[src/rtl/dq_pkg.sv]
package dq_pkg;

    localparam int KIND_W = 3;
    localparam int WORD_W = 32;
    localparam int CNT_W  = 5;

    typedef enum logic [KIND_W-1:0] {
        K_PUSH_FRONT = 3'd0,
        K_PUSH_BACK  = 3'd1,
        K_POP_FRONT  = 3'd2,
        K_POP_BACK   = 3'd3,
        K_CLEAR      = 3'd4,
        K_QUERY      = 3'd5
    } t_kind;

    localparam logic [WORD_W-1:0] EMPTY_WORD = '1;

    // handoff from the pointer control to the output register
    typedef struct packed {
        logic             load;
        logic             err;
        logic             empty;
        logic [CNT_W-1:0] count;
    } t_dq_stat;

endpackage

[src/rtl/dq_ring_mem.sv]
module dq_ring_mem
    import dq_pkg::*;
#(
    parameter int DEPTH = 16,
    parameter int AW    = 4
) (
    input  logic              i_clk,
    input  logic              i_we,
    input  logic [AW-1:0]     i_waddr,
    input  logic [WORD_W-1:0] i_wdata,
    input  logic [AW-1:0]     i_raddr_a,
    input  logic [AW-1:0]     i_raddr_b,
    output logic [WORD_W-1:0] o_rdata_a,
    output logic [WORD_W-1:0] o_rdata_b
);

    logic [WORD_W-1:0] r_mem [DEPTH];

    always_ff @(posedge i_clk) begin
        if (i_we) begin
            r_mem[i_waddr] <= i_wdata;
        end
    end

    always_ff @(posedge i_clk) begin
        o_rdata_a <= r_mem[i_raddr_a];
        o_rdata_b <= r_mem[i_raddr_b];
    end

endmodule

[src/rtl/dq_ctrl.sv]
module dq_ctrl
    import dq_pkg::*;
#(
    parameter int DEPTH = 16,
    parameter int AW    = 4
) (
    input  logic              i_clk,
    input  logic              i_rst_n,
    input  logic              i_valid,
    input  logic [KIND_W-1:0] i_kind,
    input  logic [WORD_W-1:0] i_value,
    input  logic              i_out_free,
    output logic              o_ready,
    output logic              o_we,
    output logic [AW-1:0]     o_waddr,
    output logic [WORD_W-1:0] o_wdata,
    output logic [AW-1:0]     o_raddr_a,
    output logic [AW-1:0]     o_raddr_b,
    output t_dq_stat          o_stat
);

    localparam int CW = $clog2(DEPTH + 1);
    localparam logic [AW-1:0] LAST = AW'(DEPTH - 1);
    localparam logic [CW-1:0] FULL = CW'(DEPTH);

    typedef enum logic [2:0] {
        S_IDLE = 3'b001,
        S_READ = 3'b010,
        S_LOAD = 3'b100
    } t_state;

    t_state        r_state, n_state;
    logic [AW-1:0] r_head, n_head;
    logic [AW-1:0] r_tail, n_tail;
    logic [CW-1:0] r_cnt, n_cnt;
    logic          r_err, n_err;
    logic          accept;
    logic          full;
    logic          empty;
    logic [CW+4:0] cnt_ext;

    function automatic logic [AW-1:0] ring_next(input logic [AW-1:0] p);
        return (p == LAST) ? '0 : p + AW'(1);
    endfunction

    function automatic logic [AW-1:0] ring_prev(input logic [AW-1:0] p);
        return (p == '0) ? LAST : p - AW'(1);
    endfunction

    assign o_ready = (r_state == S_IDLE);
    assign accept  = i_valid && o_ready;
    assign full    = (r_cnt == FULL);
    assign empty   = (r_cnt == '0);

    always_comb begin
        n_head  = r_head;
        n_tail  = r_tail;
        n_cnt   = r_cnt;
        n_err   = r_err;
        o_we    = 1'b0;
        o_waddr = r_tail;
        o_wdata = i_value;
        if (accept) begin
            n_err = 1'b0;
            unique case (i_kind)
                K_PUSH_FRONT: begin
                    if (full) begin
                        n_err = 1'b1;
                    end else begin
                        n_head  = ring_prev(r_head);
                        n_cnt   = r_cnt + CW'(1);
                        o_we    = 1'b1;
                        o_waddr = ring_prev(r_head);
                    end
                end
                K_PUSH_BACK: begin
                    if (full) begin
                        n_err = 1'b1;
                    end else begin
                        n_tail  = ring_next(r_tail);
                        n_cnt   = r_cnt + CW'(1);
                        o_we    = 1'b1;
                        o_waddr = r_tail;
                    end
                end
                K_POP_FRONT: begin
                    if (empty) begin
                        n_err = 1'b1;
                    end else begin
                        n_head = ring_next(r_head);
                        n_cnt  = r_cnt - CW'(1);
                    end
                end
                K_POP_BACK: begin
                    if (empty) begin
                        n_err = 1'b1;
                    end else begin
                        n_tail = ring_prev(r_tail);
                        n_cnt  = r_cnt - CW'(1);
                    end
                end
                K_CLEAR: begin
                    n_head = '0;
                    n_tail = '0;
                    n_cnt  = '0;
                end
                default: begin
                end
            endcase
        end
    end

    always_comb begin
        n_state = r_state;
        unique case (r_state)
            S_IDLE: if (accept) n_state = S_READ;
            S_READ: n_state = S_LOAD;
            S_LOAD: if (i_out_free) n_state = S_IDLE;
            default: n_state = S_IDLE;
        endcase
    end

    always_ff @(posedge i_clk) begin
        if (!i_rst_n) begin
            r_state <= S_IDLE;
            r_head  <= '0;
            r_tail  <= '0;
            r_cnt   <= '0;
        end else begin
            r_state <= n_state;
            r_head  <= n_head;
            r_tail  <= n_tail;
            r_cnt   <= n_cnt;
        end
    end

    always_ff @(posedge i_clk) begin
        r_err <= n_err;
    end

    // pointers settle at accept, so the read in S_READ sees the new ring
    assign o_raddr_a = r_head;
    assign o_raddr_b = ring_prev(r_tail);

    assign cnt_ext      = {5'b0, r_cnt};
    assign o_stat.load  = (r_state == S_LOAD) && i_out_free;
    assign o_stat.err   = r_err;
    assign o_stat.empty = empty;
    assign o_stat.count = cnt_ext[CNT_W-1:0];

endmodule

[src/rtl/double_ended_queue_unit.sv]
// bounded double-ended queue of signed 32-bit words held in a ring memory
//
// input channel: i_valid / o_ready with i_kind and i_value. kind selects
// push front, push back, pop front, pop back, clear or query; i_value is
// only used by the pushes. codes 6 and 7 act as query
// output channel: o_valid / i_ready, one beat per input beat, carrying
// front and back words (all ones when empty), count, empty and error flags
// a push into a full queue or a pop from an empty queue leaves the queue
// as it was and raises o_op_error
//
// for each item, the accept cycle moves the pointers and writes
// the pushed word, the next cycle reads head and back slots from the ring
// memory, and a final step loads the result register. the memory read is
// registered and follows the pointer update. o_valid rises together with
// the load of the result register; no new beat is taken before the previous
// item has loaded its result. the result register lets the next item be taken
// while a result waits; if the receiver keeps i_ready low, that next item
// holds in its final step until the result register frees
// synchronous reset empties the queue and drops any pending result; the
// ring contents are not cleared
module double_ended_queue_unit
    import dq_pkg::*;
#(
    parameter int DEPTH = 16
) (
    input  logic                     i_clk,
    input  logic                     i_rst_n,
    input  logic                     i_valid,
    output logic                     o_ready,
    input  logic [KIND_W-1:0]        i_kind,
    input  logic signed [WORD_W-1:0] i_value,
    output logic                     o_valid,
    input  logic                     i_ready,
    output logic signed [WORD_W-1:0] o_front_word,
    output logic signed [WORD_W-1:0] o_back_word,
    output logic [CNT_W-1:0]         o_entry_count,
    output logic                     o_is_empty,
    output logic                     o_op_error
);

    localparam int AW = $clog2(DEPTH);

    logic              we;
    logic [AW-1:0]     waddr;
    logic [WORD_W-1:0] wdata;
    logic [AW-1:0]     raddr_a;
    logic [AW-1:0]     raddr_b;
    logic [WORD_W-1:0] rdata_a;
    logic [WORD_W-1:0] rdata_b;
    t_dq_stat          stat;
    logic              out_free;
    logic              r_out_valid;

    assign out_free = !r_out_valid || i_ready;

    dq_ctrl #(
        .DEPTH(DEPTH),
        .AW   (AW)
    ) u_ctrl (
        .i_clk     (i_clk),
        .i_rst_n   (i_rst_n),
        .i_valid   (i_valid),
        .i_kind    (i_kind),
        .i_value   (i_value),
        .i_out_free(out_free),
        .o_ready   (o_ready),
        .o_we      (we),
        .o_waddr   (waddr),
        .o_wdata   (wdata),
        .o_raddr_a (raddr_a),
        .o_raddr_b (raddr_b),
        .o_stat    (stat)
    );

    dq_ring_mem #(
        .DEPTH(DEPTH),
        .AW   (AW)
    ) u_mem (
        .i_clk    (i_clk),
        .i_we     (we),
        .i_waddr  (waddr),
        .i_wdata  (wdata),
        .i_raddr_a(raddr_a),
        .i_raddr_b(raddr_b),
        .o_rdata_a(rdata_a),
        .o_rdata_b(rdata_b)
    );

    always_ff @(posedge i_clk) begin
        if (!i_rst_n) begin
            r_out_valid <= 1'b0;
        end else if (stat.load) begin
            r_out_valid <= 1'b1;
        end else if (i_ready) begin
            r_out_valid <= 1'b0;
        end
    end

    always_ff @(posedge i_clk) begin
        if (stat.load) begin
            o_front_word  <= stat.empty ? EMPTY_WORD : rdata_a;
            o_back_word   <= stat.empty ? EMPTY_WORD : rdata_b;
            o_entry_count <= stat.count;
            o_is_empty    <= stat.empty;
            o_op_error    <= stat.err;
        end
    end

    assign o_valid = r_out_valid;

endmodule

[config.mk]
export PLATFORM = sky130hd
export DESIGN_NAME = double_ended_queue_unit
export DESIGN_NICKNAME = d
export VERILOG_FILES = /design/src/rtl/dq_pkg.sv /design/src/rtl/dq_ring_mem.sv /design/src/rtl/dq_ctrl.sv /design/src/rtl/double_ended_queue_unit.sv
export SDC_FILE = /design/constraint.sdc
export NUM_CORES = 1
export LEC_CHECK = 0
export BUFFER_PORTS_ARGS = -buffer_cell sky130_fd_sc_hd__buf_2
export CORE_UTILIZATION = 56
export DETAILED_ROUTE_END_ITERATION = 8
export GPL_TIMING_DRIVEN = 0
export PLACE_DENSITY = 0.73
export SYNTH_ARGS = -nofsm -noshare
export SYNTH_HDL_FRONTEND = slang
export SYNTH_SLANG_ARGS = --single-unit
[constraint.sdc]
create_clock -name i_clk -period 4.9 [get_ports i_clk]
set_clock_uncertainty 0.2 [all_clocks]
set_input_delay 0.49 -clock i_clk [delete_from_list [all_inputs] [get_ports i_clk]]
set_output_delay 0.49 -clock i_clk [all_outputs]
set_load 0.01 [all_outputs]
# After elaboration in Yosys (flattened, before gate mapping)
# Memories as Yosys holds them, arrays and structs flattened. A register that Yosys moved wholly into a read port is not among the register bits.
# Index checks and enable logic that the tools add are counted.
# totals
register_bits	89
ram_bits	512
in_bits	39
memories	1
# op_classes
n_addsub	6
n_eq_ne	18
n_mux	29
reduce_logical	18
# mem_list
memory	words	width	read_ports	rd_ports_with_merged_regs	wr	line_no	source
u_mem.r_mem	16	32	2	2	1	dq_ring_mem.sv:17	logic [WORD_W-1:0] r_mem [DEPTH];
# op_table
operator	count
2-to-1 mux 4 bit	11
one-hot mux 4 bit (3 select lines)	2
one-hot mux 5 bit (3 select lines)	1
!= test 2 bit (second input constant)	7
AND reduction 4 bit	3
2-to-1 mux 5 bit	2
== test 3 x 2 -> 1 bit (second input constant)	3
2-to-1 mux 1 bit	9
one-hot mux 3 bit (3 select lines)	1
nonzero test 3 bit	3
adder 4 x 1 -> 4 bit (second input constant)	2
== test 4 bit (second input constant)	2
zero test 4 bit	2
subtractor 4 x 1 -> 4 bit (second input constant)	2
== test 3 x 1 -> 1 bit (second input constant)	2
== test 3 bit (second input constant)	2
2-to-1 mux 3 bit	2
adder 5 x 1 -> 5 bit (second input constant)	1
== test 5 bit (second input constant)	1
zero test 5 bit	1
subtractor 5 x 1 -> 5 bit (second input constant)	1
OR reduction 2 bit	2
zero test 3 bit	1
logical AND 1 bit	2
6 further kinds	6

# Logic depth before layout (Yosys ltp)
# Gate-level depths: netlist of run 1.
# depth
word_depth	6
depth_mapped	12

# By module
# Synthesis of run 1 repeated with hierarchy kept, for this count alone.
# hier_totals
hier_cells	1532
area_unflattened_um2	28792.6
# modules_own_cells
mod	instances	cells_per_inst	area_each_um2
dq_ring_mem	1	1141	24188.2
double_ended_queue_unit	1	146	2648.8
dq_ctrl	1	245	1955.6

# Worst setup path after synthesis of run 1
# Ideal clock, no wire load.
# synth_timing
path_kind	register to register
start	register u_ctrl.r_state[2]
end	register o_back_word[0], enable pin
setup_time_ns	0.509
arrival_ns	3.808
path_slack_ns	0.383
stages_incl_launch_ff	4
path_buffers	0
cell_sequence	dfxtp_1 nor2b_1 nor2b_1 nor2b_1
# synth_rtl
item	line_no	source
start, declared	dq_ctrl.sv:32	t_state r_state, n_state;
start signal, assigned	dq_ctrl.sv:130	r_state <= n_state;
end signal, assigned	double_ended_queue_unit.sv:102	o_back_word <= stat.empty ? EMPTY_WORD : rdata_b;
end, declared	double_ended_queue_unit.sv:35	output logic signed [WORD_W-1:0] o_back_word,

# Worst setup path in the final report of run 1
# layout_timing
start	register u_ctrl.r_tail[0]
end	register u_mem.o_rdata_b[24], read port of u_mem.r_mem
# layout_via
elab_chain_cells	2
word_cells_on_any_way	3
classes_between	add/sub: 1; mux: 1; reduce/logical: 1
# layout_rtl
item	line_no	source
start, declared	dq_ctrl.sv:34	logic [AW-1:0] r_tail, n_tail;
start signal, assigned	dq_ctrl.sv:132	r_tail <= n_tail;
subtractor 4 x 1 -> 4 bit / zero test 4 bit (equally long branches)	dq_ctrl.sv:47	return (p == '0) ? LAST : p - AW'(1);
2-to-1 mux 4 bit *	dq_ctrl.sv:47	
end, declared	dq_ring_mem.sv:14	output logic [WORD_W-1:0] o_rdata_b
# Mark *: on every way between the ends. The rest lies on a longest branch, timed or not.
# A chain may end at the register's enable or synchronous reset.

==> results of run 1 <==
[kinds of logic after synthesis]
logic type      after synthesis
fa+ha+maj                     8
simple gates                245
buf+inv                     132
compound gates              216
flops                       665
xor+xnor                      8
mux                         293
[critical path, cell delays in order, from the launching register on]
cell and delay [ps]:
sky130_fd_sc_hd__dfxtp_1 320, sky130_fd_sc_hd__buf_2 170, sky130_fd_sc_hd__inv_2 170, sky130_fd_sc_hd__clkbuf_1 710, sky130_fd_sc_hd__ha_1 360, sky130_fd_sc_hd__buf_2 270
sky130_fd_sc_hd__inv_1 130, sky130_fd_sc_hd__a31oi_1 370, sky130_fd_sc_hd__clkbuf_1 670, sky130_fd_sc_hd__clkbuf_1 690, sky130_fd_sc_hd__o22ai_1 180, sky130_fd_sc_hd__a221o_1 370
[per-layer routing]
metal | vias up | GRT usage (%)
li1 | 7011 | -
met1 | 8960 | 41.5
met2 | 1376 | 48.5
met3 | 265 | 5.66
met4 | 2 | 16.5
met5 | - | 0
[synthesized netlist by cell type, types with 3 or more instances]
master / number
sky130_fd_sc_hd__a2111oi_0: 3
sky130_fd_sc_hd__o31ai_1: 4
sky130_fd_sc_hd__ha_1: 7
sky130_fd_sc_hd__dfxtp_1: 81
sky130_fd_sc_hd__edfxtp_1: 584
sky130_fd_sc_hd__a31oi_1: 6
sky130_fd_sc_hd__nor2b_1: 12
sky130_fd_sc_hd__nor2_1: 36
sky130_fd_sc_hd__inv_1: 11
sky130_fd_sc_hd__a32oi_1: 3
sky130_fd_sc_hd__a221oi_1: 53
sky130_fd_sc_hd__a221o_1: 27
sky130_fd_sc_hd__mux2i_1: 71
sky130_fd_sc_hd__nor3_1: 56
sky130_fd_sc_hd__buf_1: 18
sky130_fd_sc_hd__mux2_2: 4
sky130_fd_sc_hd__clkbuf_1: 65
sky130_fd_sc_hd__o311ai_0: 3
sky130_fd_sc_hd__buf_2: 34
sky130_fd_sc_hd__or2_2: 64
sky130_fd_sc_hd__xnor2_1: 4
sky130_fd_sc_hd__a22oi_1: 4
sky130_fd_sc_hd__and3_1: 6
sky130_fd_sc_hd__nand2_1: 29
sky130_fd_sc_hd__xor2_1: 4
sky130_fd_sc_hd__o211ai_1: 6
sky130_fd_sc_hd__or2_1: 4
sky130_fd_sc_hd__a211o_1: 3
sky130_fd_sc_hd__or3_1: 4
sky130_fd_sc_hd__a211oi_1: 4
sky130_fd_sc_hd__a21oi_1: 22
sky130_fd_sc_hd__o21ai_0: 14
sky130_fd_sc_hd__nand3_1: 12
sky130_fd_sc_hd__a311oi_1: 5
sky130_fd_sc_hd__nand2b_1: 4
sky130_fd_sc_hd__mux4_2: 218
sky130_fd_sc_hd__o22ai_1: 28
sky130_fd_sc_hd__nand4_1: 3
[path summary, 6_finish.rpt]
path | depth (start not counted) | from | slack (ps) | endpoint
worst max-delay path | 11 | u_ctrl.r_tail[0] | 140 | u_mem.o_rdata_b[24]
worst min-delay path | 2 | i_rst_n | 30 | u_ctrl.o_raddr_a[1]
worst max register to register | 11 | u_ctrl.r_tail[0] | 140 | u_mem.o_rdata_b[24]
worst min register to register | 0 | u_ctrl.r_err | 230 | o_op_error
[state kept, by name (all words and copies together), names as in the netlist]
register / count
u_mem.r_mem: 512
o_back_word: 32
o_front_word: 32
u_mem.o_rdata_a: 32
u_mem.o_rdata_b: 32
o_entry_count: 5
u_ctrl.r_cnt: 5
u_ctrl.o_raddr_a: 4
u_ctrl.r_tail: 4
u_ctrl.r_state: 3
o_is_empty: 1
o_op_error: 1
o_valid: 1
u_ctrl.r_err: 1
[cell type report]
cell class / instances / area [µm²] / share of cell area [%]
Inverter: 14 / 52.6 / 0.160
Antenna cell: 2 / 5.00 / 0.0153
Multi-Input combinational cell: 770 / 9010 / 27.5
Tap cell: 672 / 841 / 2.56
Buffer: 118 / 489 / 1.49
Clock buffer: 106 / 2070 / 6.31
Sequential cell: 665 / 19200 / 58.4
Clock inverter: 22 / 154 / 0.469
Timing Repair Buffer: 131 / 1020 / 3.12
[through the flow]
stage / power (W) / hold slack, ps / std cells / setup slack, ps
floorplan: 0.00701 / 200 / 1567 / 383
global placement: 0.00738 / 201 / 2348 / -1660
detailed placement: 0.00742 / 208 / 2369 / 357
CTS: 0.0125 / 15.0 / 2497 / 311
global route: 0.0128 / 44.3 / 2499 / 129
finish: 0.0125 / 33.1 / 2500 / 136
[power breakdown]
group          internal (W)  leakage (nW)  total [W]  switching, W
clock               0.00298          1.10    0.00514       0.00216
sequential          0.00626          5.92    0.00630     0.0000325
combinational      0.000384          3.27    0.00103      0.000646
==> qor.json, run 1 <==
{
  "outcome": "finished clean",
  "min_period_ps": 4760,
  "detail-route-antenna-nets": 0,
  "combinational_family_with_the_most_area_after_synthesis": "multiplexers",
  "timing.hold.worst.class": "primary input to flop",
  "setup_violations": 0,
  "gr-total-overflow": 0,
  "grt_pass1_wl_um": 116000,
  "core-area_um2": 50300,
  "grt_max_degree": 33,
  "post_synth_inst_count": 1567,
  "synth-simple-area-share_pct": 4.62,
  "min_period_over_period_pct": 97.2,
  "layout.cells.most_common": "sky130_fd_sc_hd__edfxtp_1",
  "floorplan.die.height_um": 228,
  "synth_seq_area_share_pct": 67.0,
  "synth-compound-area-share_pct": 6.00,
  "muxShareOfSynthArea_pct": 19.8,
  "synth-async-reset-ratio_pct": 0,
  "final_layout_size_suffix_gt1_share_pct": 31.9,
  "dieWidth_um": 228,
  "routabilityCongestion": 0.916,
  "setup.worst_path.end_class": "flop",
  "clock.fmax_mhz": 210,
  "grt_pass1_vias": 17800,
  "met3_wire_length_um": 9480,
  "route.top_layer_used": "met5",
  "timing.slew.headroom_pct": 8.85,
  "ir_drop_worst_vdd_v": 0.000255,
  "finalHoldViolCount": 0,
  "post-cts-setup-buffers": 0,
  "critPathLaunchType": "flop",
  "layout.cells.most_common_list": "sky130_fd_sc_hd__edfxtp_1 (584), sky130_fd_sc_hd__mux4_2 (218), sky130_fd_sc_hd__buf_2 (143)",
  "clock_latency_ps": 620,
  "io_pins": 112,
  "detail_route.drc_violations": 0,
  "cp.arrival_ps": 5040,
  "synth.cell_area_um2": 28600,
  "synth_top_cell_by_area": "sky130_fd_sc_hd__edfxtp_1",
  "areaGrowthSynthToFinish_pct": 14.8,
  "routed_wire_length_per_instance_um": 31.7,
  "cts_root_buffer_type": "sky130_fd_sc_hd__clkbuf_16",
  "wirelength_um": 79300,
  "hpwlAfterDp_um": 52500,
  "synth_largest_type_area_fraction_pct": 61.4,
  "via_per_inst": 7.05,
  "placed_cell_area_um2": 30600,
  "timing_worst_slew_pin_value_ps": 1360,
  "clkSlewWorstSetupHoldPaths_ps": 60,
  "synthesis.yosys.warnings": 0,
  "synth.avg_cell_area_um2": 18.2,
  "cts-buffers-inserted": 69,
  "synth_edf_count": 584,
  "cts-htree-levels": 3,
  "timing.max_cap.violations": 0,
  "syn-num-nets": 1614,
  "first_iter_violations": 2677,
  "tritoncts_num_sinks": 665,
  "worst-endpoint-required_ps": 5170,
  "report.final.slew_viol_count": 0,
  "grt_usage_pct": 30.9,
  "synth_cell_types": 76,
  "drt-pass1-iter-count": 6,
  "synthFlopType": "sky130_fd_sc_hd__edfxtp_1",
  "number_of_vias_in_the_routed_layout": 17600,
  "ys_top_cells_by_area": "sky130_fd_sc_hd__edfxtp_1 (61%), sky130_fd_sc_hd__mux4_2 (17%), sky130_fd_sc_hd__dfxtp_1 (5.7%)",
  "drt-met1-wl_um": 28200,
  "rows": 82,
  "initial_antenna_violation_count": 2,
  "final.setup.tns_ps": 0,
  "synth_seq_cells": 665,
  "port-buffer-count": 109,
  "nFillCells": 3365,
  "utilization_pct": 65.2,
  "setup.worst_path.class": "flop to flop",
  "cellLeakagePower_nw": 10.3,
  "rsz0062_at_grt": "false",
  "worstPathMaxFanout": 10,
  "design_area_final_um2": 32800,
  "routed-wl-met2_um": 37400,
  "fin_nets": 1816,
  "cts_tree": "built",
  "initial_core_util_pct": 56.8,
  "clk_path_buf_depth": 3,
  "die_area_um2": 51900,
  "cts_hold_buffers": 0,
  "post_synth_xor_xnor_area_pct": 0.245,
  "post_synth_fa_ha_maj_area_fraction_pct": 0.377,
  "post_cts_repair_resize_count": 0,
  "power_density_nw_per_um2": 380
}
(Power assumes the default switching activity.)
==> run 2, diff against run 1 <==
--- a/config.mk
+++ b/config.mk
@@ -8,7 +8,6 @@
 export BUFFER_PORTS_ARGS = -buffer_cell sky130_fd_sc_hd__buf_2
 export CORE_UTILIZATION = 56
 export DETAILED_ROUTE_END_ITERATION = 8
-export GPL_TIMING_DRIVEN = 0
 export PLACE_DENSITY = 0.73
 export SYNTH_ARGS = -nofsm -noshare
 export SYNTH_HDL_FRONTEND = slang
==> qor.json, run 2 (same netlist as run 1, synthesis figures left out) <==
{
  "cts-htree-levels": 3,
  "intPower_w": 0.00969,
  "worst-endpoint-required_ps": 5000,
  "rsz0062_at_grt": "false",
  "initial_core_util_pct": 56.8,
  "post-cts-setup-buffers": 0,
  "finalHoldViolCount": 0,
  "power_frac_seq_pct": 50.8,
  "core-area_um2": 50300,
  "clockPowerShare_pct": 41.8,
  "num_antenna_cells": 0,
  "gr-total-overflow": 0,
  "timing.slew.headroom_pct": 24.2,
  "ir_drop_worst_vdd_v": 0.000281,
  "numPlacedInstances": 2274,
  "tritoncts_num_sinks": 665,
  "port-buffer-count": 111,
  "timing.max_cap.violations": 0,
  "post_cts_repair_resize_count": 0,
  "detail-route-antenna-nets": 0,
  "grt_max_degree": 112,
  "min_period_over_period_pct": 73.2,
  "worst_path_cell_chain": "inv_1 -> ha_1 -> xnor2_1 -> nor2_1 -> a21oi_1 -> nand3_1 -> nor2_4 -> buf_12",
  "initial_antenna_violation_count": 0,
  "critical-path-slowest-cell": "sky130_fd_sc_hd__nor2_4",
  "cellLeakagePower_nw": 10.1,
  "clock_latency_ps": 620,
  "fin_nets": 1719,
  "setup.worst_path.class": "flop to flop",
  "report.final.slew_viol_count": 0,
  "areaGrowthSynthToFinish_pct": 13.6,
  "dieWidth_um": 228,
  "max_flop_register": "u_mem.r_mem",
  "power_density_nw_per_um2": 383,
  "routed_wire_length_per_instance_um": 28.9,
  "final_layout_size_suffix_gt1_share_pct": 33.9,
  "sw_frac_of_total_pct": 22.1,
  "number_of_vias_in_the_routed_layout": 16500,
  "clk_path_buf_depth": 3,
  "clock.fmax_mhz": 279,
  "timing_worst_slew_pin_value_ps": 1140,
  "cts_tree": "built",
  "clkSlewWorstSetupHoldPaths_ps": 60,
  "routabilityCongestion": 0.802,
  "wirelength_um": 69300,
  "rows": 82,
  "cts_hold_buffers": 0,
  "cts_root_buffer_type": "sky130_fd_sc_hd__clkbuf_16",
  "switching_power_summed_over_all_nets_w": 0.00274,
  "hpwlAfterDp_um": 39800,
  "cts-buffers-inserted": 68,
  "drt-pass1-iter-count": 5,
  "timing.hold.worst.class": "primary input to flop",
  "setup.worst_path.end_class": "flop",
  "nFillCells": 3381,
  "comb_power_share_pct": 7.3,
  "grt_usage_pct": 27.0,
  "first_iter_violations": 2116,
  "floorplan.die.height_um": 228,
  "grt_pass1_vias": 16400,
  "cp.arrival_ps": 3680,
  "die_area_um2": 51900,
  "setup_violations": 0,
  "utilization_pct": 64.5,
  "layout.cells.most_common": "sky130_fd_sc_hd__edfxtp_1",
  "detail_route.drc_violations": 0,
  "instances_no_fill": 2397,
  "final.setup.tns_ps": 0,
  "worstPathMaxFanout": 38,
  "via_per_inst": 6.88,
  "io_pins": 112,
  "min_period_ps": 3580,
  "grt_pass1_wl_um": 104000,
  "slowest_delay_ps": 750,
  "critPathLaunchType": "flop",
  "layout.cells.most_common_list": "sky130_fd_sc_hd__edfxtp_1 (584), sky130_fd_sc_hd__mux4_2 (218), sky130_fd_sc_hd__buf_2 (111)",
  "flip_flop_count_of_the_largest_register_all_copies_and_words_added": 512,
  "outcome": "finished clean"
}
-- run 2: cell count changes in the layout (fill, tap and decap cells not counted), sizes merged --
| cell | previous run | this run |
|---|---|---|
| buf | 183 | 153 |
| clkinvlp | 1 | 3 |
| bufinv | 1 | 7 |
| clkinv | 18 | 29 |
| inv | 16 | 17 |
| diode | 2 | 0 |
| dlymetal6s2s | 1 | 0 |
| clkbuf | 171 | 81 |
-- run 2: path summary, 6_finish.rpt --
kind,from,to,slack [ps],cells after the start
setup / recovery,u_ctrl.o_raddr_a[0],u_mem.r_mem[9][19],1320,8
hold / removal,i_rst_n,u_ctrl.o_raddr_a[0],40,2
setup reg to reg,u_ctrl.o_raddr_a[0],u_mem.r_mem[9][19],1320,8
hold reg to reg,u_ctrl.r_err,o_op_error,220,0
-- run 2: metrics by stage --
step	total power, W	hold slack [ps]	area, µm²	worst slack, ps
2_1_floorplan	0.00701	200	28600	383
4_1_cts	0.0125	6.60	32400	1320
3_5_place_dp	0.00735	206	30200	1340
3_3_place_gp	0.00733	210	30200	1380
5_1_grt	0.0128	40.9	32400	1160
6_report	0.0124	38.0	32400	1320
-- run 2: metal layers --
metal	wire length (µm)	vias to the layer above	global-route usage, %
li1	-	6809	-
met2	33800	934	42.8
met3	5770	152	4.25
met5	0	-	0
met1	27700	8602	38.4
met4	2050	0	9.33
-- run 2: power by group through the flow --
stage               logic (W)  registers (W)  clock network, W
CTS                  0.000912        0.00632           0.00527
global placement     0.000892        0.00644                 0
global route         0.000972        0.00633           0.00548
finish               0.000913        0.00632           0.00520
floorplan            0.000609        0.00641                 0
detailed placement   0.000908        0.00644                 0
-- run 2: final cells by class --
cell class | instances | area [µm²] | area share, %
Inverter | 14 | 52.6 | 0.162
Tap cell | 672 | 841 | 2.59
Clock buffer | 81 | 1820 | 5.62
Timing Repair Buffer | 153 | 1060 | 3.26
Sequential cell | 665 | 19200 | 59.1
Multi-Input combinational cell | 770 | 9080 | 28.0
Clock inverter | 42 | 427 | 1.31
-- run 2: worst max-delay path, delay by kind of cell, from the launching register on --
family | cells | cell delay [ps]
xor gates and xnor gates | 1 | 160
AOI/OAI and AO/OA | 1 | 260
DFF | 1 | 740
adders and majority gates | 1 | 300
buffers and inverters | 2 | 410
and+or+nand+nor | 3 | 1210
